--- config.mk ---
export PLATFORM = sky130hd
export DESIGN_NAME = escape_sequence_framer_unit
export DESIGN_NICKNAME = d
export VERILOG_FILES = /design/src/esf_pkg.sv /design/src/escape_sequence_framer_unit.sv /design/src/esf_front.sv /design/src/esf_desc_fifo.sv /design/src/esf_back.sv
export SDC_FILE = /design/constraint.sdc
export NUM_CORES = 1
export LEC_CHECK = 0
export BUFFER_PORTS_ARGS = -buffer_cell sky130_fd_sc_hd__buf_2
export CORE_ASPECT_RATIO = 1.25
export CORE_MARGIN = 2
export CORE_UTILIZATION = 55
export DETAILED_ROUTE_END_ITERATION = 6
export PLACE_DENSITY = 0.71
export RECOVER_POWER = 25
export SYNTH_ARGS = -nofsm -noshare
export SYNTH_HDL_FRONTEND = slang
export SYNTH_SLANG_ARGS = --single-unit
export TNS_END_PERCENT = 100
--- constraint.sdc ---
create_clock -name clock -period 6.5 [get_ports clock]
set_clock_uncertainty 0.15 [all_clocks]
set_input_delay 0.975 -clock clock [delete_from_list [all_inputs] [get_ports clock]]
set_output_delay 0.975 -clock clock [all_outputs]
set_load 0.02 [all_outputs]
--- src/esf_pkg.sv ---
package esf_pkg;

   typedef enum logic [2:0] {
      MODE_NORMAL   = 3'd0,
      MODE_ESC      = 3'd1,
      MODE_CSI      = 3'd2,
      MODE_OSC      = 3'd3,
      MODE_ONE_MORE = 3'd4
   } mode_type;

   typedef enum logic [2:0] {
      KIND_PLAIN    = 3'd0,
      KIND_TWO      = 3'd1,
      KIND_ESC_ESC  = 3'd2,
      KIND_UNKNOWN  = 3'd3,
      KIND_CSI      = 3'd4,
      KIND_OSC      = 3'd5,
      KIND_THREE    = 3'd6,
      KIND_OVERFLOW = 3'd7
   } run_kind_type;

   // write port from the parser into the byte ring
   typedef struct packed {
      logic       en;
      logic [7:0] data;
   } ring_wr_type;

   localparam logic [7:0] BYTE_ESC      = 8'h1B;
   localparam logic [7:0] BYTE_BEL      = 8'h07;
   localparam logic [7:0] BYTE_BSLASH   = 8'h5C;
   localparam logic [7:0] BYTE_LBRACKET = 8'h5B;
   localparam logic [7:0] BYTE_RBRACKET = 8'h5D;
   localparam logic [7:0] BYTE_SPACE    = 8'h20;
   localparam logic [7:0] BYTE_HASH     = 8'h23;
   localparam logic [7:0] BYTE_PERCENT  = 8'h25;
   localparam logic [7:0] CSI_FINAL_LO  = 8'h40;
   localparam logic [7:0] CSI_FINAL_HI  = 8'h7E;

   // digits, D E H M N c l m n r t = > <
   function automatic logic is_two_char_final(input logic [7:0] b);
      logic hit;
      hit = (b >= 8'h30) && (b <= 8'h39);
      unique case (b)
         8'h44, 8'h45, 8'h48, 8'h4D, 8'h4E,
         8'h63, 8'h6C, 8'h6D, 8'h6E, 8'h72, 8'h74,
         8'h3D, 8'h3E, 8'h3C: hit = 1'b1;
         default: ;
      endcase
      return hit;
   endfunction

   // space, charset designators ( ) * +, '#' and '%'
   function automatic logic is_one_more(input logic [7:0] b);
      return (b == BYTE_SPACE) || (b == 8'h28) || (b == 8'h29) || (b == 8'h2A) ||
             (b == 8'h2B) || (b == BYTE_HASH) || (b == BYTE_PERCENT);
   endfunction

endpackage

--- src/escape_sequence_framer_unit.sv ---
// Output: bytes read from the byte ring pass the s1 register and then the output register; a held
//   run starts once its final byte is accepted, then one byte per cycle while rsp_ready is high.
// Throughput: one input byte per cycle while the single-read-port byte ring (2 * HOLD_DEPTH
//   entries, rounded up to a power of two) and its 4-entry run queue are not full.
// Reset: synchronous, clears parser state, pointers and valids; ring contents are not cleared.
module escape_sequence_framer_unit #(
   parameter int HOLD_DEPTH = 64
) (
   input  logic       clock,
   input  logic       reset,
   input  logic       req_valid,
   output logic       req_ready,
   input  logic [7:0] req_in_byte,
   output logic       rsp_valid,
   input  logic       rsp_ready,
   output logic [7:0] rsp_out_byte,
   output logic [2:0] rsp_run_kind,
   output logic       rsp_last_of_run
);
   import esf_pkg::*;

   localparam int LEN_W = $clog2(HOLD_DEPTH + 1);

   ring_wr_type      ring_wr;
   logic             ring_full;
   logic             desc_full;
   logic             desc_push;
   logic [LEN_W-1:0] push_len;
   logic [2:0]       push_kind;
   logic             desc_valid;
   logic             desc_pop;
   logic [LEN_W-1:0] head_len;
   logic [2:0]       head_kind;

   esf_front #(
      .HOLD_DEPTH (HOLD_DEPTH),
      .LEN_W      (LEN_W)
   ) u_front (
      .clock       (clock),
      .reset       (reset),
      .req_valid   (req_valid),
      .req_ready   (req_ready),
      .req_in_byte (req_in_byte),
      .ring_full   (ring_full),
      .desc_full   (desc_full),
      .ring_wr     (ring_wr),
      .desc_push   (desc_push),
      .desc_len    (push_len),
      .desc_kind   (push_kind)
   );

   esf_desc_fifo #(
      .LEN_W (LEN_W)
   ) u_desc_fifo (
      .clock     (clock),
      .reset     (reset),
      .push      (desc_push),
      .push_len  (push_len),
      .push_kind (push_kind),
      .full      (desc_full),
      .nonempty  (desc_valid),
      .pop       (desc_pop),
      .head_len  (head_len),
      .head_kind (head_kind)
   );

   esf_back #(
      .HOLD_DEPTH (HOLD_DEPTH),
      .LEN_W      (LEN_W)
   ) u_back (
      .clock           (clock),
      .reset           (reset),
      .ring_wr         (ring_wr),
      .ring_full       (ring_full),
      .desc_valid      (desc_valid),
      .desc_len        (head_len),
      .desc_kind       (head_kind),
      .desc_pop        (desc_pop),
      .rsp_valid       (rsp_valid),
      .rsp_ready       (rsp_ready),
      .rsp_out_byte    (rsp_out_byte),
      .rsp_run_kind    (rsp_run_kind),
      .rsp_last_of_run (rsp_last_of_run)
   );

endmodule

--- src/esf_front.sv ---
module esf_front #(
   parameter int HOLD_DEPTH = 64,
   parameter int LEN_W      = 7
) (
   input  logic                 clock,
   input  logic                 reset,
   input  logic                 req_valid,
   output logic                 req_ready,
   input  logic [7:0]           req_in_byte,
   input  logic                 ring_full,
   input  logic                 desc_full,
   output esf_pkg::ring_wr_type ring_wr,
   output logic                 desc_push,
   output logic [LEN_W-1:0]     desc_len,
   output logic [2:0]           desc_kind
);
   import esf_pkg::*;

   mode_type         mode_ff, mode_in;
   logic [LEN_W-1:0] held_ff, held_in;
   logic             prev_esc_ff, prev_esc_in;

   logic             accept;
   logic             flush;
   logic             holding;
   run_kind_type     kind;
   logic [LEN_W-1:0] held_next;

   assign req_ready = !ring_full && !desc_full;
   assign accept    = req_valid && req_ready;
   assign held_next = held_ff + LEN_W'(1);

   // every accepted byte goes into the ring
   assign ring_wr.en   = accept;
   assign ring_wr.data = req_in_byte;

   always_ff @(posedge clock) begin
      if (reset) begin
         mode_ff     <= MODE_NORMAL;
         held_ff     <= '0;
         prev_esc_ff <= 1'b0;
      end else begin
         mode_ff     <= mode_in;
         held_ff     <= held_in;
         prev_esc_ff <= prev_esc_in;
      end
   end

   always_comb begin
      mode_in     = mode_ff;
      held_in     = held_ff;
      prev_esc_in = prev_esc_ff;
      flush       = 1'b0;
      holding     = 1'b0;
      kind        = KIND_PLAIN;
      desc_push   = 1'b0;
      desc_len    = LEN_W'(1);
      if (accept) begin
         unique case (mode_ff)
            MODE_NORMAL: begin
               if (req_in_byte == BYTE_ESC) begin
                  mode_in     = MODE_ESC;
                  held_in     = LEN_W'(1);
                  prev_esc_in = 1'b0;
               end else begin
                  desc_push = 1'b1;
               end
            end
            MODE_ESC: begin
               holding = 1'b1;
               priority if (req_in_byte == BYTE_ESC) begin
                  flush = 1'b1;
                  kind  = KIND_ESC_ESC;
               end else if (is_two_char_final(req_in_byte)) begin
                  flush = 1'b1;
                  kind  = KIND_TWO;
               end else if (req_in_byte == BYTE_LBRACKET) begin
                  mode_in = MODE_CSI;
               end else if (req_in_byte == BYTE_RBRACKET) begin
                  mode_in     = MODE_OSC;
                  prev_esc_in = 1'b0;
               end else if (is_one_more(req_in_byte)) begin
                  mode_in = MODE_ONE_MORE;
               end else begin
                  flush = 1'b1;
                  kind  = KIND_UNKNOWN;
               end
            end
            MODE_CSI: begin
               holding = 1'b1;
               if (req_in_byte >= CSI_FINAL_LO && req_in_byte <= CSI_FINAL_HI) begin
                  flush = 1'b1;
                  kind  = KIND_CSI;
               end
            end
            MODE_OSC: begin
               holding = 1'b1;
               if (req_in_byte == BYTE_BEL ||
                   (prev_esc_ff && req_in_byte == BYTE_BSLASH)) begin
                  flush = 1'b1;
                  kind  = KIND_OSC;
               end else begin
                  prev_esc_in = (req_in_byte == BYTE_ESC);
               end
            end
            MODE_ONE_MORE: begin
               holding = 1'b1;
               flush   = 1'b1;
               kind    = KIND_THREE;
            end
            default: begin
               mode_in = MODE_NORMAL;
            end
         endcase

         if (holding && !flush && held_next >= LEN_W'(HOLD_DEPTH)) begin
            flush = 1'b1;
            kind  = KIND_OVERFLOW;
         end

         if (flush) begin
            desc_push   = 1'b1;
            desc_len    = held_next;
            mode_in     = MODE_NORMAL;
            held_in     = '0;
            prev_esc_in = 1'b0;
         end else if (holding) begin
            held_in = held_next;
         end
      end
   end

   assign desc_kind = kind;

endmodule

--- src/esf_desc_fifo.sv ---
module esf_desc_fifo #(
   parameter int LEN_W = 7
) (
   input  logic             clock,
   input  logic             reset,
   input  logic             push,
   input  logic [LEN_W-1:0] push_len,
   input  logic [2:0]       push_kind,
   output logic             full,
   output logic             nonempty,
   input  logic             pop,
   output logic [LEN_W-1:0] head_len,
   output logic [2:0]       head_kind
);
   import esf_pkg::*;

   localparam int DEPTH = 4;
   localparam int AW    = $clog2(DEPTH);

   logic [LEN_W-1:0] len_mem [DEPTH];
   logic [2:0]       kind_mem [DEPTH];
   logic [AW-1:0]    wr_ptr_ff, wr_ptr_in;
   logic [AW-1:0]    rd_ptr_ff, rd_ptr_in;
   logic [AW:0]      count_ff, count_in;

   assign full      = (count_ff == (AW+1)'(DEPTH));
   assign nonempty  = (count_ff != '0);
   assign head_len  = len_mem[rd_ptr_ff];
   assign head_kind = kind_mem[rd_ptr_ff];

   always_comb begin
      wr_ptr_in = push ? wr_ptr_ff + AW'(1) : wr_ptr_ff;
      rd_ptr_in = pop ? rd_ptr_ff + AW'(1) : rd_ptr_ff;
      count_in  = count_ff + (AW+1)'(push) - (AW+1)'(pop);
   end

   always_ff @(posedge clock) begin
      if (reset) begin
         wr_ptr_ff <= '0;
         rd_ptr_ff <= '0;
         count_ff  <= '0;
      end else begin
         wr_ptr_ff <= wr_ptr_in;
         rd_ptr_ff <= rd_ptr_in;
         count_ff  <= count_in;
      end
   end

   always_ff @(posedge clock) begin
      if (push) begin
         len_mem[wr_ptr_ff]  <= push_len;
         kind_mem[wr_ptr_ff] <= push_kind;
      end
   end

endmodule

--- src/esf_back.sv ---
module esf_back #(
   parameter int HOLD_DEPTH = 64,
   parameter int LEN_W      = 7
) (
   input  logic                 clock,
   input  logic                 reset,
   input  esf_pkg::ring_wr_type ring_wr,
   output logic                 ring_full,
   input  logic                 desc_valid,
   input  logic [LEN_W-1:0]     desc_len,
   input  logic [2:0]           desc_kind,
   output logic                 desc_pop,
   output logic                 rsp_valid,
   input  logic                 rsp_ready,
   output logic [7:0]           rsp_out_byte,
   output logic [2:0]           rsp_run_kind,
   output logic                 rsp_last_of_run
);
   import esf_pkg::*;

   // twice the hold depth, so a finished run drains while the next one is held
   localparam int RING_AW    = $clog2(HOLD_DEPTH) + 1;
   localparam int RING_DEPTH = 2 ** RING_AW;

   logic [7:0]         ring_mem [RING_DEPTH];
   logic [RING_AW-1:0] wr_ptr_ff, wr_ptr_in;
   logic [RING_AW-1:0] rd_ptr_ff, rd_ptr_in;
   logic [RING_AW:0]   fill_ff, fill_in;

   logic               active_ff, active_in;
   logic [LEN_W-1:0]   left_ff, left_in;
   logic [2:0]         cur_kind_ff, cur_kind_in;

   logic               s1_valid_ff, s1_valid_in;
   logic [7:0]         s1_data_ff;
   logic [2:0]         s1_kind_ff;
   logic               s1_last_ff;

   logic               out_valid_ff, out_valid_in;
   logic [7:0]         out_byte_ff;
   logic [2:0]         out_kind_ff;
   logic               out_last_ff;

   logic               out_free;
   logic               issue;
   logic [2:0]         issue_kind;
   logic               issue_last;

   assign ring_full = (fill_ff == (RING_AW+1)'(RING_DEPTH));
   assign out_free  = !out_valid_ff || rsp_ready;
   assign issue     = (active_ff || desc_valid) && (!s1_valid_ff || out_free);
   assign desc_pop  = issue && !active_ff;

   always_comb begin
      wr_ptr_in    = ring_wr.en ? wr_ptr_ff + RING_AW'(1) : wr_ptr_ff;
      rd_ptr_in    = issue ? rd_ptr_ff + RING_AW'(1) : rd_ptr_ff;
      fill_in      = fill_ff + (RING_AW+1)'(ring_wr.en) - (RING_AW+1)'(issue);
      active_in    = active_ff;
      left_in      = left_ff;
      cur_kind_in  = cur_kind_ff;
      issue_kind   = cur_kind_ff;
      issue_last   = (left_ff == LEN_W'(1));
      if (issue) begin
         if (active_ff) begin
            left_in   = left_ff - LEN_W'(1);
            active_in = (left_ff != LEN_W'(1));
         end else begin
            issue_kind  = desc_kind;
            issue_last  = (desc_len == LEN_W'(1));
            cur_kind_in = desc_kind;
            left_in     = desc_len - LEN_W'(1);
            active_in   = (desc_len != LEN_W'(1));
         end
      end
      if (issue) begin
         s1_valid_in = 1'b1;
      end else if (out_free) begin
         s1_valid_in = 1'b0;
      end else begin
         s1_valid_in = s1_valid_ff;
      end
      out_valid_in = out_free ? s1_valid_ff : out_valid_ff;
   end

   always_ff @(posedge clock) begin
      if (reset) begin
         wr_ptr_ff    <= '0;
         rd_ptr_ff    <= '0;
         fill_ff      <= '0;
         active_ff    <= 1'b0;
         left_ff      <= '0;
         cur_kind_ff  <= KIND_PLAIN;
         s1_valid_ff  <= 1'b0;
         out_valid_ff <= 1'b0;
      end else begin
         wr_ptr_ff    <= wr_ptr_in;
         rd_ptr_ff    <= rd_ptr_in;
         fill_ff      <= fill_in;
         active_ff    <= active_in;
         left_ff      <= left_in;
         cur_kind_ff  <= cur_kind_in;
         s1_valid_ff  <= s1_valid_in;
         out_valid_ff <= out_valid_in;
      end
   end

   always_ff @(posedge clock) begin
      if (ring_wr.en) begin
         ring_mem[wr_ptr_ff] <= ring_wr.data;
      end
   end

   always_ff @(posedge clock) begin
      if (issue) begin
         s1_data_ff <= ring_mem[rd_ptr_ff];
         s1_kind_ff <= issue_kind;
         s1_last_ff <= issue_last;
      end
   end

   always_ff @(posedge clock) begin
      if (out_free && s1_valid_ff) begin
         out_byte_ff <= s1_data_ff;
         out_kind_ff <= s1_kind_ff;
         out_last_ff <= s1_last_ff;
      end
   end

   assign rsp_valid       = out_valid_ff;
   assign rsp_out_byte    = out_byte_ff;
   assign rsp_run_kind    = out_kind_ff;
   assign rsp_last_of_run = out_last_ff;

endmodule

Word level (Yosys, flattened, before mapping)
Memory sizes are Yosys's and may differ from the RTL's. A register that Yosys moved wholly into a read port is not among the register bits.
Index checks and enable logic that the tools add are counted.
{"block": "word_totals", "reg_bits": 69, "latch_bits": 0, "ramBits": 1064, "mem_bits_ro": 0, "input_bits": 12, "output_inout_bits": 14, "elab_cells": 187, "memories": 3}
{"memory": "u_back.ring_mem", "words": 128, "width": 8, "rd": 1, "rd_clocked_by_memory_dff": 1, "wr": 1, "line_no": "esf_back.sv:25", "rtl": "logic [7:0] ring_mem [RING_DEPTH];"}
{"memory": "u_desc_fifo.len_mem", "words": 4, "width": 7, "rd": 1, "rd_clocked_by_memory_dff": 1, "wr": 1, "line_no": "esf_desc_fifo.sv:20", "rtl": "logic [LEN_W-1:0] len_mem [DEPTH];"}
{"memory": "u_desc_fifo.kind_mem", "words": 4, "width": 3, "rd": 1, "rd_clocked_by_memory_dff": 1, "wr": 1, "line_no": "esf_desc_fifo.sv:21", "rtl": "logic [2:0] kind_mem [DEPTH];"}
{"block": "classes", "add_sub_neg": 11, "multipliers": 0, "div_mod_pow": 0, "magnitude_cmp": 5, "eq_ne": 44, "n_shift": 0, "muxes": 67, "bitwise": 0, "n_reduce_logical": 38}
{"op": "$eq 8x7->1 const B", "count": 14}
{"op": "$eq 8x6->1 const B", "count": 10}
{"op": "$mux 7", "count": 7}
{"op": "$mux 3", "count": 16}
{"op": "$mux 1", "count": 35}
{"op": "$add 7x1->7 const B", "count": 3}
{"op": "$eq 7x1->1 const B", "count": 2}
{"op": "$ne 7x1->1 const B", "count": 2}
{"op": "$reduce_or 14->1", "count": 1}
{"op": "$sub 7x1->7 const B", "count": 2}
{"op": "$ne 3x3->1 const B", "count": 4}
{"op": "$pmux 3 s4", "count": 1}
{"op": "$logic_and 1x1->1", "count": 10}
{"op": "$logic_or 1x1->1", "count": 10}
{"op": "$mux 2", "count": 5}
{"op": "$pmux 3 s3", "count": 1}
{"op": "$reduce_bool 3->1", "count": 3}
{"op": "$add 8x1->8", "count": 1}
{"op": "$eq 8x3->1 const B", "count": 1}
{"op": "$eq 8x5->1 const B", "count": 1}
{"op": "$eq 8x8->1 const B", "count": 1}
{"op": "$ge 8x6->1 const B", "count": 1}
{"op": "$ge 8x7->1 const B", "count": 1}
{"op": "$le 8x6->1 const B", "count": 1}
{"op": "23 further kinds", "count": 32}

Depth between registers and ports, before layout
Gate-level depths: netlist (run 1).
{"block": "depth", "depth_word": 23, "mapped_depth": 16, "depth_no_buf": 15}

Hierarchy
Synthesis (run 1) repeated with hierarchy kept, for this count alone.
{"block": "unflattened", "cells_unflattened": 2466, "area_unflattened_um2": 45695.1}
{"mod": "esf_back", "n_inst": 1, "cells_each": 2204, "area_per_inst_um2": 42580.8, "seq_area_each_um2": 32170.9}
{"mod": "esf_desc_fifo", "n_inst": 1, "cells_each": 94, "area_per_inst_um2": 1883.1, "seq_area_each_um2": 1381.3}
{"mod": "esf_front", "n_inst": 1, "cells_each": 168, "area_per_inst_um2": 1231.2, "seq_area_each_um2": 220.2}

Worst setup path after synthesis (run 1)
OpenSTA, ideal clock, no wires.
{"block": "synth_path", "kind": "input port to flip-flop", "start": "in req_in_byte[3]", "end": "reg u_desc_fifo.count_ff[2]", "setup_ns": 0.128, "t_arrival_ns": 3.732, "path_slack_ns": 2.490, "stages": 15, "n_path_buf": 1, "path_cell_list": "clkbuf_1 -> nand2b_1 -> or4_4 -> a211oi_4 -> nor3_4 -> a31oi_4 -> inv_1 -> ha_1 -> inv_1 -> ha_1 -> inv_1 -> fa_1 -> xor2_1 -> xnor2_1 -> nor2_1"}
{"block": "synth_via", "elab_chain_len": 23}
{"item": "start: declaration", "line_no": "escape_sequence_framer_unit.sv:13", "rtl": "input logic [7:0] req_in_byte,"}
{"item": "branches (longest 19 deep; another with $ge 8x6->1)"}
{"item": "$mux 1 *", "line_no": "esf_front.sv:121", "rtl": "if (flush) begin"}
{"item": "$mux 1 *", "line_no": "esf_front.sv:58", "rtl": "if (accept) begin"}
{"item": "$add 3x1->3 *", "line_no": "esf_desc_fifo.sv:34", "rtl": "count_in = count_ff + (AW+1)'(push) - (AW+1)'(pop);"}
{"item": "$sub 3x1->3 *", "line_no": "esf_desc_fifo.sv:34"}
{"item": "end signal: assignment", "line_no": "esf_desc_fifo.sv:45", "rtl": "count_ff <= count_in;"}
{"item": "end: declaration", "line_no": "esf_desc_fifo.sv:24", "rtl": "logic [AW:0] count_ff, count_in;"}
Mark *: on every way between the ends. The select of a mux whose other input is x is not followed.
A chain may end at the register's enable or synchronous reset.

Worst setup path in the final report (run 1)
{"block": "layout_path", "start": "in req_in_byte[4]", "end": "reg u_desc_fifo.count_ff[2]"}
The elaborated chain is that of the path after synthesis.

==> metrics.txt, run 1 <==
outcome=finished with violations; failing checks=capacitance limit, slew limit; Post-Place Setup Slack=1.60 ns; Power Density=around 380 nW/um^2; CP Launch Point=req_in_byte[4]; hold endpoint=u_back.rsp_run_kind[1]; die width=261 um; Slew @ Worst Pin=approximately 3.6 ns; full die area=around 85000 um^2; Pleak=between 15 and 20 nW; Worst IR Drop VDD=between 0.0002 and 0.00025 V; GPL Wtd Cong=slightly below 0.9; post-synth cell types=just under 70; Hold Fails Final Rpt=0; Gate power share=22.0%; PostCTS Resize Cnt=0; Vias=approximately 23000; first-pass GRT wire length=155000 um; Clk Latency, worst-skew pair=0.70 ns; FMAX=a little under 200 MHz; post-DP HPWL=between 60000 and 70000 um; critical path depth in cells=15; internal power=about 0.014 W; clk sink count=between 1000 and 1500; Final ANT Viol Nets=0; FP Rows=roughly 120; Cells after DPL=about 3300; Worst Path Max Fanout=34; Area Overhead vs Synth=10.0%; CP bufs+invs=4; final layout net count=between 2000 and 2500; Final Non-Filler Cells=about 3500; post-CTS setup repair buffer count=0; final setup margin=about 1.4 ns; Util after Layout=between 60% and 70%; root buffer cell=clkbuf_16; max cap viols=9; post-synthesis sequential area ratio=roughly three quarters; Die H=roughly 320 um; Core Region=81500 um^2; crit end category=register; # setup viols final=0; Gate Count Post-Synth=about 2300; RSZ-0062 raised after global routing=false; vias in the first global route=23100; Initial Util=between 50% and 60%; Remaining DRCs=0; RR Endpoint=u_back.ring_mem[38][0]; number of antenna violations at the first check in global routing=4; pins over their slew limit=~480; final critical-path required period=5.13 ns; Top Family by Delay on Critical Path=buffers and inverters; port bufs=25; min-delay src=u_back.s1_kind_ff[1]; CP startpoint kind=input pin; crit-path max cell delay=between 1 and 1.5 ns; CTS max path bufs=3; async set-or-reset flop fraction in the synthesized netlist=0%; Slew HR=-139%; Worst path most repeated cell=inv_1; WHS Path Cells=0; yosys warns=0; Hold Path Class=register to register; Post-Route WL=around 100000 um; Reg2Reg Depth=9; sequential power share=a little under half; R2R setup slack=about 2.1 ns; Synth Area per Inst=19.9 um^2; CP cell instances=clkbuf_1 > nand4_1 > o21ai_0 > a21oi_1 > nor3_4 > a31oi_4 > inv_1 > ha_1 > inv_1 > ha_1 > inv_1 > fa_1 > xor2_1 > xnor2_1 > nor2_1; setup TNS=0 ns; WL/cell=approximately 30 um; Reg clk slew, reported paths=0.06 ns; switching pwr=~0.005 W; Main synth FF type=edfxtp_1; Worst EP required=about 6.8 ns; number of iterations in the first detailed-routing pass=6; Post-synth EDFFs=1088; Data arrival, critical path=approximately 5.5 ns; crit share post-route=slightly below 80%; Hold Buf Count CTS=0; Synth Register Bits=1143; Crit Path Class=input pin to register; Total GRT Usage=25.2%; share of layout cells above drive strength 1=around 22%; Crit-path slowest cell=clkbuf_1; diode count=0; share of total power in the clock network=between 30% and 40%; switching share of power=a little over a quarter; vias per std cell=approximately 6.5; Mapped Nets=2314; Worst R2R Start=u_back.fill_ff[5]; GR Overflow Total=0; Ports=26; Fill cells=~5500; CTS tree=built; Post-Syn Area=45300 um^2; First DRT Iteration DRCs=2934; largest net degree at the start of global routing=just over 100; worst hold margin=0.269 ns; CTS Buf Count=103; H-tree Lvls=3
## registers in the layout (all words and copies together), names as in the netlist, 2 cells and up, named ones only
signal                 flops
u_desc_fifo.len_mem       28
u_desc_fifo.wr_ptr_ff      2
u_back.rd_ptr_ff           7
u_back.fill_ff             8
u_back.rsp_out_byte        8
u_desc_fifo.rd_ptr_ff      2
u_front.mode_ff            3
u_front.held_ff            7
u_back.cur_kind_ff         3
u_back.s1_kind_ff          3
u_back.ring_mem         1024
u_back.left_ff             7
u_back.s1_data_ff          8
u_desc_fifo.count_ff       3
u_desc_fifo.kind_mem      12
u_back.rsp_run_kind        3
u_back.wr_ptr_ff           7
## cells by family (layout without fill, tap and decap cells)
logic type	Yosys count	after routing	share of synthesized area, %
buf+inv	153	286	1.68
mux	331	331	15.4
xor+xnor	28	28	0.541
fa+ha+maj	26	26	0.751
simple gates	405	405	4.24
compound gates	190	190	2.86
flops	1143	1143	74.5
## worst max-delay path by stage
stage / endpoint / slack (ns)
floorplan: u_desc_fifo.count_ff[2] / 2.49
global placement: u_desc_fifo.count_ff[2] / 1.70
detailed placement: u_desc_fifo.count_ff[2] / 1.60
CTS: u_back.ring_mem[46][6] / 2.24
global route: u_desc_fifo.count_ff[2] / 0.96
finish: u_desc_fifo.count_ff[2] / 1.37
## cell usage after synthesis (all sizes together) (10+ instances only)
cell    number  share of area [%]
nor2       187                1.5
nand2b      16               0.22
nand2       71               0.59
o22ai       28               0.39
nand3       23               0.25
and2        12               0.17
mux2i       28               0.62
o21ai       34               0.38
dfxtp       55                2.4
inv         35               0.29
a31oi       12               0.20
a21oi       37               0.43
nand4       15               0.21
clkbuf      47               0.39
edfxtp    1088                 72
a22oi       24               0.40
or3         11               0.15
mux2        10               0.26
xnor2       15               0.29
nor2b       21               0.29
ha          24               0.66
xor2        13               0.25
mux4       293                 15
nor3        18               0.22
buf         71                1.0
## power groups by stage
stage	clock, W	combinational (W)	sequential, W
2_1_floorplan	0	0.00304	0.00857
3_3_place_gp	0	0.00408	0.00871
3_5_place_dp	0	0.00415	0.00872
4_1_cts	0.00610	0.00417	0.00857
5_1_grt	0.00639	0.00437	0.00860
6_report	0.00604	0.00412	0.00857
## per-stage QoR
step                      cell area (um^2)  total power (W)
after detailed placement             46600           0.0129
after CTS                            49900           0.0188
after floorplan                      45300           0.0116
after global routing                 49900           0.0194
final                                49900           0.0187
after global placement               46600           0.0128
## layout make-up
class / count / area (um^2) / area share (%)
Timing Repair Buffer: 60 / 454 / 0.911
Tap cell: 1071 / 1340 / 2.69
Clock buffer: 120 / 2660 / 5.34
Sequential cell: 1143 / 33800 / 67.7
Clock inverter: 71 / 684 / 1.37
Inverter: 35 / 131 / 0.263
Multi-Input combinational cell: 980 / 10800 / 21.7
## layer usage
metal	part of all wire (%)	GRT usage (%)
met5	0.027	0
met4	4.6	10.7
met2	50	40.7
met1	37	34.1
met3	8.2	4.30
## layout by cell type, fill, tap and decap left out, types with 5 or more instances in the layout
cell type | Yosys | final
a21oi_1 | 35 | 35
a221oi_1 | 9 | 9
a22oi_1 | 24 | 24
a31oi_1 | 11 | 11
and2_1 | 12 | 12
buf_12 | 0 | 7
buf_2 | 32 | 16
buf_4 | 23 | 25
bufinv_16 | 0 | 11
clkbuf_1 | 47 | 27
clkbuf_16 | 0 | 104
clkinv_1 | 0 | 24
clkinv_2 | 0 | 20
clkinvlp_4 | 0 | 8
dfxtp_1 | 55 | 51
edfxtp_1 | 1088 | 1088
ha_1 | 24 | 24
inv_1 | 32 | 32
mux2_2 | 9 | 9
mux2i_1 | 28 | 28
mux4_2 | 293 | 293
nand2_1 | 70 | 70
nand2b_1 | 16 | 16
nand3_1 | 23 | 20
nand4_1 | 15 | 15
nor2_1 | 187 | 187
nor2b_1 | 21 | 20
nor3_1 | 17 | 17
nor3b_1 | 5 | 5
o21ai_0 | 34 | 34
o22ai_1 | 28 | 28
or2_2 | 6 | 6
or3_1 | 11 | 11
xnor2_1 | 15 | 15
xor2_1 | 13 | 13
No activity file was read; power rests on OpenSTA's default activity.
==> inputs of run 2 (changes only) <==
- PLACE_DENSITY: 0.71 -> 0.73
- clock period: 6.5 -> 4.6 ns (I/O delays scaled with it)
==> run 2 against run 1 <==
Effect of this change:
- the flow still finishes with violations (capacitance limit, slew limit)
- total power up 45%
- cell count up 1.9%
- register-to-register slack worse by 1.3 ns
- critical path depth up 1
- largest power group unchanged
- highest routed layer is now met4
==> metrics.txt, run 2 (synthesis results as in run 1) <==
Worst path most repeated cell=inv_1; pins over their slew limit=257 (-46%); Ports=26 (unchanged); vias in the first global route=23500 (+1.7%); number of iterations in the first detailed-routing pass=6 (unchanged); CP startpoint kind=input pin; crit share post-route=85.8%; Clk Latency, worst-skew pair=0.68 ns (-0.02 ns); Data arrival, critical path=4.36 ns (-1.10 ns); CTS Buf Count=102 (-0.97%); CTS tree=built; Worst IR Drop VDD=0.000428 V (+76%); GPL Wtd Cong=0.949 (+8.8%); Final ANT Viol Nets=0 (unchanged); Hold Buf Count CTS=0 (unchanged); port bufs=25 (unchanged); Power Density=536 nW/um^2 (+43%); Final Non-Filler Cells=3545 (+1.9%); Total GRT Usage=26.0% (+0.79 points); worst hold margin=0.171 ns (-0.0981 ns); Slew @ Worst Pin=2.71 ns (-0.881 ns); Area Overhead vs Synth=11.4%; final critical-path required period=just under 4 ns; Top Family by Delay on Critical Path=buffers and inverters; # setup viols final=0 (unchanged); First DRT Iteration DRCs=3167 (+7.9%); Post-Route WL=107000 um (+3.0%); Die H=325 um (unchanged); Reg clk slew, reported paths=0.06 ns (about the same); setup TNS=0 ns (unchanged); Pleak=15.5 nW (+2.5%); CP bufs+invs=5 (+1); Worst EP required=5.02 ns (-1.81 ns); crit-path max cell delay=1.11 ns (-0.33 ns); FMAX=approximately 250 MHz; largest net degree at the start of global routing=88 (-15%); post-route design area=50500 um^2 (+1.2%); FP Rows=117 (unchanged); die width=261 um (unchanged); CTS max path bufs=3 (unchanged); post-CTS setup repair buffer count=0 (unchanged); placed inst area=47100 um^2 (+1.1%); Hold Path Class=input pin to register; GR Overflow Total=0 (unchanged); failing checks=capacitance limit, slew limit; number of antenna violations at the first check in global routing=4 (unchanged); max reg flops=1024 (unchanged); Hold Fails Final Rpt=0 (unchanged); Worst Path Max Fanout=31 (-8.8%); WL/cell=30.3 um (+1.1%); Initial Util=55.6% (unchanged); Crit Path Class=input pin to register; root buffer cell=clkbuf_16; CP cell instances=clkbuf_1 > clkbuf_1 > nor4bb_1 > o21ai_0 > a21oi_1 > nor3_4 > a31oi_4 > inv_1 > ha_1 > inv_1 > ha_1 > inv_1 > fa_1 > xor2_1 > xnor2_1 > nor2_1; PostCTS Resize Cnt=0 (unchanged); full die area=84700 um^2 (unchanged); Cells after DPL=3352 (+1.9%); outcome=finished with violations; Tot Pwr=0.0271 W (+45%); clk sink count=1143 (unchanged); Fill cells=5435 (-1.5%); register with the most flip-flops=u_back.ring_mem; crit end category=register; Largest regs=u_back.ring_mem: 1024 flops, u_desc_fifo.len_mem: 28 flops, u_desc_fifo.kind_mem: 12 flops; share of layout cells above drive strength 1=23.6% (+1.5 points); Core Region=81500 um^2 (unchanged); Crit-path slowest cell=clkbuf_1; commonest non-fill, non-tap cell in the layout=edfxtp_1; post-DP HPWL=68500 um (+6.5%); Remaining DRCs=0 (unchanged); Sequential Area=33800 um^2 (unchanged); vias per std cell=6.52 (about the same); H-tree Lvls=3 (unchanged); final layout net count=2423 (+2.6%); first-pass GRT wire length=159000 um (+2.4%); Slew HR=-80.6% (+59 points); most frequent cells in the layout=edfxtp_1 (1088), mux4_2 (293), nor2_1 (187), clkbuf_16 (104), buf_4 (81); RSZ-0062 raised after global routing=false; Vias=23100 (+1.8%); max cap viols=5 (-4); area of the multi-input gates=10800 um^2 (-0.16%)
run 2: changes by cell type in the layout (fill, tap and decap cells not counted), moves of 2 or more:
| cell | delta |
|---|---|
| buf_12 | +3 |
| buf_4 | +56 |
| bufinv_16 | +7 |
| clkbuf_1 | +14 |
| clkinv_1 | -7 |
| clkinv_2 | -5 |
| clkinv_8 | -2 |
| clkinvlp_4 | -4 |
| diode_2 | +2 |
| nand3_1 | +3 |
| nand3_2 | -3 |
run 2: final cells by class:
class	instances	area share [%]
clock inverter	60	1.52
tap	1071	2.65
inverter	35	0.260
timing repair buffer	123	1.88
antenna	2	0.00991
clock buffer	131	5.37
multi-input combinational	980	21.4
sequential	1143	66.9
run 2: path summary, 6_finish.rpt:
| kind | end | slack, ns | cells past startpoint | from |
|---|---|---|---|---|
| setup / recovery | u_desc_fifo.count_ff[2] | 0.65 | 16 | req_in_byte[7] |
| hold / removal | u_back.s1_valid_ff | 0.17 | 4 | rsp_ready |
| setup reg to reg | u_desc_fifo.count_ff[2] | 0.81 | 15 | u_front.held_ff[0] |
| hold reg to reg | u_back.rsp_run_kind[2] | 0.27 | 0 | u_back.s1_kind_ff[2] |
run 2: layer usage:
layer / up-vias / global-route usage (%) / routed length [um]
met5: - / 0 / 0
met1: 12000 / 34.5 / 39300
met4: 0 / 11.4 / 5050
met3: 273 / 4.73 / 9250
li1: 9533 / - / -
met2: 1339 / 42.3 / 53900
run 2: per-stage QoR:
step,util (%),setup WS [ns]
after floorplan,-,0.875
after global placement,57.7,0.560
after detailed placement,57.7,0.587
after CTS,62.0,0.821
after global routing,61.9,0.413
final,61.9,0.654
run 2: tightest hold or removal path, stage by stage:
cell     delay, ns
buf_2         0.08
inv_1         0.05
nand3_1       0.07
a21oi_1       0.05
run 2: power by group:
group / leakage (nW) / switching [W] / internal (W) / total [W]
clock: 1.69 / 0.00369 / 0.00518 / 0.00887
sequential: 10.3 / 0.000407 / 0.0118 / 0.0122
combinational: 3.57 / 0.00320 / 0.00284 / 0.00604
total: 15.5 / 0.00729 / 0.0198 / 0.0271
